$ cat src/rtl/pip_pkg.sv
// Package with types and constants of the point-in-polygon block.
package pip_pkg;
	localparam int MAX_VERTICES_DEF = 64;
	localparam int COORD_BITS_DEF = 16;
	localparam int RAY_OFFSET = 2000;
	localparam int CNT_BITS = 7;
	localparam logic [CNT_BITS-1:0] VCOUNT_RESET = 7'd3;
	localparam logic REQ_WRITE = 1'b0;
	localparam logic REQ_QUERY = 1'b1;

	typedef struct packed {
		logic        req_type;
		logic [5:0]  vertex_index;
		logic signed [COORD_BITS_DEF-1:0] coord_x;
		logic signed [COORD_BITS_DEF-1:0] coord_y;
	} pip_in_t;

	typedef struct packed {
		logic                is_answer;
		logic                inside_res;
		logic [CNT_BITS-1:0] crossing_count;
	} pip_out_t;
endpackage

$ cat src/rtl/point_in_polygon_ray_cast.sv
// Top level of the point-in-polygon crossing-number block.
// A vertex write's acknowledge word appears the next cycle. A query walks the stored polygon
// through one memory read port and one shared two-stage edge test, one edge per cycle. The
// block accepts no word while a query runs or while a result waits to be taken.
module point_in_polygon_ray_cast import pip_pkg::*; #(
	parameter int MAX_VERTICES = MAX_VERTICES_DEF,
	parameter int COORD_BITS = COORD_BITS_DEF
) (
	input  logic clk,
	input  logic arst_n,
	input  logic cfg_we,
	input  logic [CNT_BITS-1:0] cfg_wdata,
	input  logic in_valid,
	output logic in_ready,
	input  pip_in_t in_data,
	output logic out_valid,
	input  logic out_ready,
	output pip_out_t out_data
);
	logic [CNT_BITS-1:0] vcount_q;

	// Vertex count register.
	always_ff @(posedge clk or negedge arst_n) begin
		if (!arst_n) vcount_q <= VCOUNT_RESET;
		else if (cfg_we) vcount_q <= cfg_wdata;
	end

	pip_seq #(.MAX_VERTICES(MAX_VERTICES), .COORD_BITS(COORD_BITS)) u_seq (
		.clk(clk), .arst_n(arst_n), .vcount(vcount_q),
		.in_valid(in_valid), .in_ready(in_ready), .in_word(in_data),
		.out_valid(out_valid), .out_ready(out_ready), .out_word(out_data)
	);
endmodule

$ cat src/rtl/pip_edge_unit.sv
// Shared edge test unit: two register stages deciding one edge crossing.
module pip_edge_unit import pip_pkg::*; #(
	parameter int COORD_BITS = COORD_BITS_DEF
) (
	input  logic clk,
	input  logic start,
	input  logic signed [COORD_BITS-1:0] x1,
	input  logic signed [COORD_BITS-1:0] y1,
	input  logic signed [COORD_BITS-1:0] x2,
	input  logic signed [COORD_BITS-1:0] y2,
	input  logic signed [COORD_BITS-1:0] px,
	input  logic signed [COORD_BITS-1:0] py,
	output logic valid_s2,
	output logic hit_s2
);
	localparam int DW = COORD_BITS + 1;
	localparam int PW = 2 * DW;
	localparam int SW = PW + 1;
	localparam int OW = 12;
	localparam int QW = SW + OW;

	logic signed [DW-1:0] ex, ey, wx, wy;
	logic signed [DW:0] den, tn;
	logic signed [PW-1:0] p1_s1, p2_s1;
	logic signed [DW:0] den_s1, tn_s1;
	logic valid_s1;
	logic signed [SW-1:0] sn;
	logic signed [DW:0] dab, tab;
	logic signed [SW-1:0] sab;
	logic signed [QW-1:0] sden;
	logic neg;

	// Coordinate differences and the two difference terms den and tn.
	always_comb begin
		ex = DW'(x2) - DW'(x1);
		ey = DW'(y2) - DW'(y1);
		wx = DW'(px) - DW'(x1);
		wy = DW'(py) - DW'(y1);
		den = (DW+1)'(ex) - (DW+1)'(ey);
		tn = (DW+1)'(wx) - (DW+1)'(wy);
	end

	always_ff @(posedge clk) begin
		valid_s1 <= start;
		p1_s1 <= PW'(wx) * PW'(ey);
		p2_s1 <= PW'(wy) * PW'(ex);
		den_s1 <= den;
		tn_s1 <= tn;
	end

	// Sign normalization and range checks.
	always_comb begin
		sn = SW'(p1_s1) - SW'(p2_s1);
		neg = den_s1[DW];
		dab = neg ? -den_s1 : den_s1;
		tab = neg ? -tn_s1 : tn_s1;
		sab = neg ? -sn : sn;
		sden = QW'(dab) * QW'(RAY_OFFSET);
	end

	always_ff @(posedge clk) begin
		valid_s2 <= valid_s1;
		hit_s2 <= (den_s1 != '0) && !tab[DW] && (tab <= dab) && !sab[SW-1]
			&& (QW'(sab) <= sden);
	end
endmodule

$ cat src/rtl/pip_seq.sv
// Sequencer: vertex memory, edge walk and crossing counter.
module pip_seq import pip_pkg::*; #(
	parameter int MAX_VERTICES = MAX_VERTICES_DEF,
	parameter int COORD_BITS = COORD_BITS_DEF
) (
	input  logic clk,
	input  logic arst_n,
	input  logic [CNT_BITS-1:0] vcount,
	input  logic in_valid,
	output logic in_ready,
	input  pip_in_t in_word,
	output logic out_valid,
	input  logic out_ready,
	output pip_out_t out_word
);
	localparam int AW = (MAX_VERTICES > 1) ? $clog2(MAX_VERTICES) : 1;
	localparam int NW = AW + 1;
	localparam logic [1:0] ST_IDLE = 2'd0, ST_RUN = 2'd1, ST_DONE = 2'd2;

	logic [2*COORD_BITS-1:0] mem [MAX_VERTICES];
	logic [1:0] state_q;
	logic [NW-1:0] n_q, idx_q, rdcnt_q;
	logic [CNT_BITS-1:0] cnt_q;
	logic signed [COORD_BITS-1:0] px_q, py_q, x1_q, y1_q, x2_q, y2_q, fx_q, fy_q;
	logic [2*COORD_BITS-1:0] rd_q;
	logic rd_v_q, first_q, start_q;
	logic vld_s2, hit_s2;
	logic [NW-1:0] n_eff;
	logic do_start;

	// Clamp the vertex count into 3 .. MAX_VERTICES.
	always_comb begin
		if (32'(vcount) < 3) n_eff = NW'(3);
		else if (32'(vcount) > MAX_VERTICES) n_eff = NW'(MAX_VERTICES);
		else n_eff = NW'(vcount);
	end

	assign in_ready = (state_q == ST_IDLE) && !out_valid;
	assign do_start = in_valid && in_ready;

	// Memory write and registered read.
	always_ff @(posedge clk) begin
		if (do_start && in_word.req_type == REQ_WRITE && 32'(in_word.vertex_index) < MAX_VERTICES)
			mem[AW'(in_word.vertex_index)] <= {COORD_BITS'(in_word.coord_y),
				COORD_BITS'(in_word.coord_x)};
		rd_q <= mem[idx_q[AW-1:0]];
	end

	// Edge walk: read vertices in order, pair each with the next.
	always_ff @(posedge clk or negedge arst_n) begin
		if (!arst_n) begin
			state_q <= ST_IDLE;
			out_valid <= 1'b0;
			rd_v_q <= 1'b0;
			start_q <= 1'b0;
			idx_q <= '0;
			rdcnt_q <= '0;
			n_q <= '0;
			cnt_q <= '0;
			first_q <= 1'b0;
			out_word <= '0;
		end else begin
			rd_v_q <= 1'b0;
			start_q <= 1'b0;
			if (out_valid && out_ready) out_valid <= 1'b0;
			case (state_q)
				ST_IDLE: begin
					if (do_start) begin
						if (in_word.req_type == REQ_WRITE) begin
							out_valid <= 1'b1;
							out_word <= '0;
						end else begin
							state_q <= ST_RUN;
							n_q <= n_eff;
							idx_q <= '0;
							rdcnt_q <= '0;
							cnt_q <= '0;
							first_q <= 1'b1;
						end
					end
				end
				ST_RUN: begin
					if (idx_q <= n_q) begin
						rd_v_q <= 1'b1;
						idx_q <= idx_q + 1'b1;
					end
					if (rd_v_q) begin
						rdcnt_q <= rdcnt_q + 1'b1;
						first_q <= 1'b0;
						if (first_q) begin
							fx_q <= rd_q[COORD_BITS-1:0];
							fy_q <= rd_q[2*COORD_BITS-1:COORD_BITS];
						end
						x1_q <= x2_q;
						y1_q <= y2_q;
						if (rdcnt_q == n_q) begin
							x2_q <= fx_q;
							y2_q <= fy_q;
						end else begin
							x2_q <= rd_q[COORD_BITS-1:0];
							y2_q <= rd_q[2*COORD_BITS-1:COORD_BITS];
						end
						if (!first_q) start_q <= 1'b1;
						if (rdcnt_q == n_q) state_q <= ST_DONE;
					end
					if (vld_s2 && hit_s2) cnt_q <= cnt_q + 1'b1;
				end
				ST_DONE: begin
					if (vld_s2 && hit_s2) cnt_q <= cnt_q + 1'b1;
					if (!vld_s2 && !start_q) begin
						state_q <= ST_IDLE;
						out_valid <= 1'b1;
						out_word.is_answer <= 1'b1;
						out_word.inside_res <= cnt_q[0];
						out_word.crossing_count <= cnt_q;
					end
				end
				default: state_q <= ST_IDLE;
			endcase
		end
	end

	// Query point is captured at acceptance.
	always_ff @(posedge clk) begin
		if (do_start) begin
			px_q <= COORD_BITS'(in_word.coord_x);
			py_q <= COORD_BITS'(in_word.coord_y);
		end
	end

	pip_edge_unit #(.COORD_BITS(COORD_BITS)) u_edge (
		.clk(clk), .start(start_q),
		.x1(x1_q), .y1(y1_q), .x2(x2_q), .y2(y2_q), .px(px_q), .py(py_q),
		.valid_s2(vld_s2), .hit_s2(hit_s2)
	);
endmodule

$ cat config.mk
export PLATFORM = sky130hd
export DESIGN_NAME = point_in_polygon_ray_cast
export DESIGN_NICKNAME = d
export VERILOG_FILES = /design/src/rtl/pip_pkg.sv /design/src/rtl/point_in_polygon_ray_cast.sv /design/src/rtl/pip_edge_unit.sv /design/src/rtl/pip_seq.sv
export SDC_FILE = /design/constraint.sdc
export NUM_CORES = 2
export LEC_CHECK = 0
export BUFFER_PORTS_ARGS = -buffer_cell sky130_fd_sc_hd__buf_2
export CORE_AREA = 5 5 471 659
export DETAILED_ROUTE_END_ITERATION = 8
export DIE_AREA = 0 0 476 664
export SYNTH_ARGS = -nofsm -noshare
export SYNTH_HDL_FRONTEND = slang
export SYNTH_SLANG_ARGS = --single-unit
$ cat constraint.sdc
create_clock -name clk -period 7.8 [get_ports clk]
set_input_delay 1.56 -clock clk [delete_from_list [all_inputs] [get_ports clk]]
set_output_delay 1.56 -clock clk [all_outputs]
set_load 0.01 [all_outputs]
==> key figures <==
Routing
  – Detailed-route via count: between 60000 and 70000
  – Antenna Nets Post-Route: 0
  – Post-DR vias/cell: 5.29
  – DRC viols: 0
  – Wirelength, routed: 319000 µm
  – Initial DRC Count: between 4000 and 5000
  – Routed WL per cell: between 20 and 30 µm
  – First drt pass iteration count: 5

Status
  – Status: finished with violations
  – Failing checks: setup timing

GRT
  – Initial antenna violation count: 23
  – First-pass GRT wire length: 474000 µm
  – Largest net degree at the start of global routing: 135
  – Overall Global Routing Usage: 20.2%
  – Grt ovf: 0
  – Vias in the first global route: 72828

Hold path
  – Hold Path Class: flip-flop to flip-flop

Timing
  – Max Slew Vio Count: 0
  – Period utilization: 107%
  – Relative slew slack: 15.4%
  – Min Clock Period, post-route: between 8 and 9 ns
  – Setup TNS: -2.19 ns
  – Worst-Margin Slew: 1.27 ns
  – Unrepaired setup endpoints after global routing: true
  – Max Freq: 0.120 GHz
  – Final setup vio count: 15
  – Layout Skew: 0.0343 ns
  – Hold Vio Cnt, Final: 0
  – Setup ws final: -0.530 ns

Critical path
  – Delay-heaviest family, CP: adder cells
  – Startpoint type of the worst setup path: flip-flop
  – Max incr delay on CP: roughly 0.54 ns
  – Crit path buffers/inverters: 5
  – WP data arrival: 9.09 ns
  – Critical Path Sink Type: flip-flop
  – Crit path kind: flip-flop to flip-flop
  – Most used cell, CP: fa_1
  – Critical Path RT: 8.56 ns
  – Peak fanout along the critical path: 5
  – Slowest cell on crit path: fa_1

Place
  – Port Buffers: 61
  – Placed instance count: 12214
  – Estimated wirelength of the detail-placed design: between 200000 and 250000 µm
  – Routability-driven placement congestion ratio: 0.921

Finish
  – Reg area: between 60000 and 70000 µm²
  – Multi-input logic area: 48900 µm²
  – Synth-to-Final Area Change: 17.1%
  – Ratio of cells with drive above 1 in the final layout: 27.3%
  – Layout Nets: 9665
  – Most frequent cells in the layout: edfxtp_1 (2176), inv_1 (953), buf_4 (749)
  – Filler cells: 26156
  – Most common cell after layout, fill and taps aside: edfxtp_1
  – Post-Layout Cell Count: 12702

Logic synthesis
  – Mapped Cells: 7661
  – Synthesized flop and latch total: 2364
  – Syn_area_per_cell: approximately 16 µm²
  – Post-synthesis sequential area ratio: 57.4%
  – EDFF count, synth: 2176
  – Ys flop type: edfxtp_1
  – Synth async-reset ratio: under 10%
  – Yosys warns: 0
  – Synthesized area: 121000 µm²
  – Synth unique cells: approximately 90

Floorplan
  – Core area: 304000 µm²
  – Initial core utilization: between 30% and 40%
  – Die Area: 316000 µm²
  – Die height: between 600 and 700 µm
  – I/O pin count: between 60 and 70
  – Die Wd: 476 µm
  – Number of core rows: 240

Power
  – Internal power: 19.8 mW
  – PwrDens: about 170 nW/µm²
  – Sw frac: 19.8%
  – Max rail drop VDD: 0.212 mV
  – P_leak: 52.7 nW
  – Comb power frac: 0.9%
  – Clock share of power: 43.1%
  – Flop pwr share: approximately 56%
  – P_sw: 4.88 mW

Clocking
  – CTS sink count: 2364
  – Clock root buffer: clkbuf_16
  – Hold-fix buffers, CTS: 0
  – CTS tree: built
  – Longest Clk Path Bufs: 4
  – Clk_lat worst skew: 0.85 ns
  – Register clock-pin slew on the reported worst setup and hold paths: approximately 0.06 ns
  – Cts bufs inserted: 223
  – CTS H-tree lvls: 4

Flow run
  – MaxCap Viol Count: 0
-- power groups by stage --
stage               combinational, mW  clock [mW]  sequential, mW
finish                          0.217        10.6            13.8
global route                    0.238        11.4            13.8
CTS                             0.218        10.9            13.8
detailed placement              0.218           0            14.1
global placement                0.199           0            14.1
floorplan                      0.0205           0            14.1
-- repair_timing --
action	in CTS	in global routing
setup endpoints to repair	34	35
pin swaps	122	177
gates resized for setup	212	218
buffers inserted	51	34
cloned	0	1
-- sequential cells by signal, indices dropped and copies added (netlist names), 18 cells and up --
| register | flops |
|---|---|
| u_seq.rd_q | 32 |
| u_seq.mem | 2048 |
| u_seq.u_edge.den_s1 | 18 |
| u_seq.u_edge.p2_s1 | 34 |
| u_seq.u_edge.tn_s1 | 18 |
| u_seq.u_edge.p1_s1 | 34 |
-- metal layers --
layer / vias up / global-route usage (%) / part of all wire (%)
met1: 35290 / 22.9 / 36
li1: 29640 / - / -
met4: 10 / 8.74 / 5.3
met3: 579 / 2.04 / 3.8
met5: - / 0 / 0.018
met2: 1630 / 38.1 / 55
-- synthesized netlist by cell type (20+ instances only) --
master,number,area [µm²]
a211oi_1,20,150
a21boi_0,28,210
a21o_1,64,480
a21oi_1,144,721
a31oi_1,21,131
and2_1,41,257
and3_1,22,138
buf_1,43,161
clkbuf_1,212,796
clkinv_1,20,75.1
dfrtp_1,47,1180
dfxtp_1,139,2780
edfxtp_1,2176,65300
fa_1,663,13300
ha_1,428,5360
inv_1,992,3720
mux2_2,43,484
mux4_2,672,15100
nand2_1,457,1720
nand2b_1,56,350
nand3_1,62,310
nand4_1,25,156
nor2_1,473,1780
nor2b_1,47,294
nor3_1,53,265
o21a_1,30,225
o21ai_0,147,736
o31ai_1,23,173
or2_2,29,181
or3_1,29,181
xnor2_1,176,1540
xor2_1,75,657
-- logic make-up (layout without fill, tap and decap cells) --
kind of cell	Yosys count	count (layout)	synth area share [%]
buffers and inverters	1271	2313	3.96
other	1	7	0.00311
AOI/OAI and AO/OA	607	607	3.26
and+or+nand+nor	1354	1354	5.08
muxes	721	721	13.0
DFF	2364	2364	57.4
xor gates and xnor gates	251	251	1.82
adders and majority gates	1092	1092	15.4
-- stage by stage --
| step | setup WS, ns | cell area (µm²) | utilization [%] | total power, mW | hold slack [ns] |
|---|---|---|---|---|---|
| global placement | -0.986 | 132000 | 43.4 | 14.3 | 0.314 |
| floorplan | -0.200 | 121000 | - | 14.1 | 0.310 |
| global route | -0.928 | 141000 | 46.5 | 25.4 | 0.344 |
| detailed placement | -0.988 | 132000 | 43.4 | 14.3 | 0.321 |
| CTS | -0.690 | 140000 | 46.2 | 24.9 | 0.335 |
| finish | -0.530 | 141000 | 46.5 | 24.7 | 0.330 |
-- final cells by class --
cell class | instances | area share [%]
antenna | 5 | 0.00885
clock buffer | 277 | 4.16
clock inverter | 129 | 0.845
inverter | 1013 | 2.70
multi-input combinational | 4027 | 34.6
sequential | 2364 | 49.1
tap | 3993 | 3.53
timing repair buffer | 894 | 5.10
-- path summary, 6_finish.rpt --
check,startpoint,end,cells past startpoint,slack [ns]
max,u_seq.x2_q[0],u_seq.u_edge.p2_s1[33],35,-0.53
min,u_seq.u_edge.valid_s1,u_seq.u_edge.valid_s2,0,0.33
max reg2reg,u_seq.x2_q[0],u_seq.u_edge.p2_s1[33],35,-0.53
min reg2reg,u_seq.u_edge.valid_s1,u_seq.u_edge.valid_s2,0,0.33
max in group asynchronous,arst_n,u_seq.idx_q[2],2,6.50
min in group asynchronous,arst_n,u_seq.out_word[6],2,0.80
No activity file was read; power rests on OpenSTA's default activity.
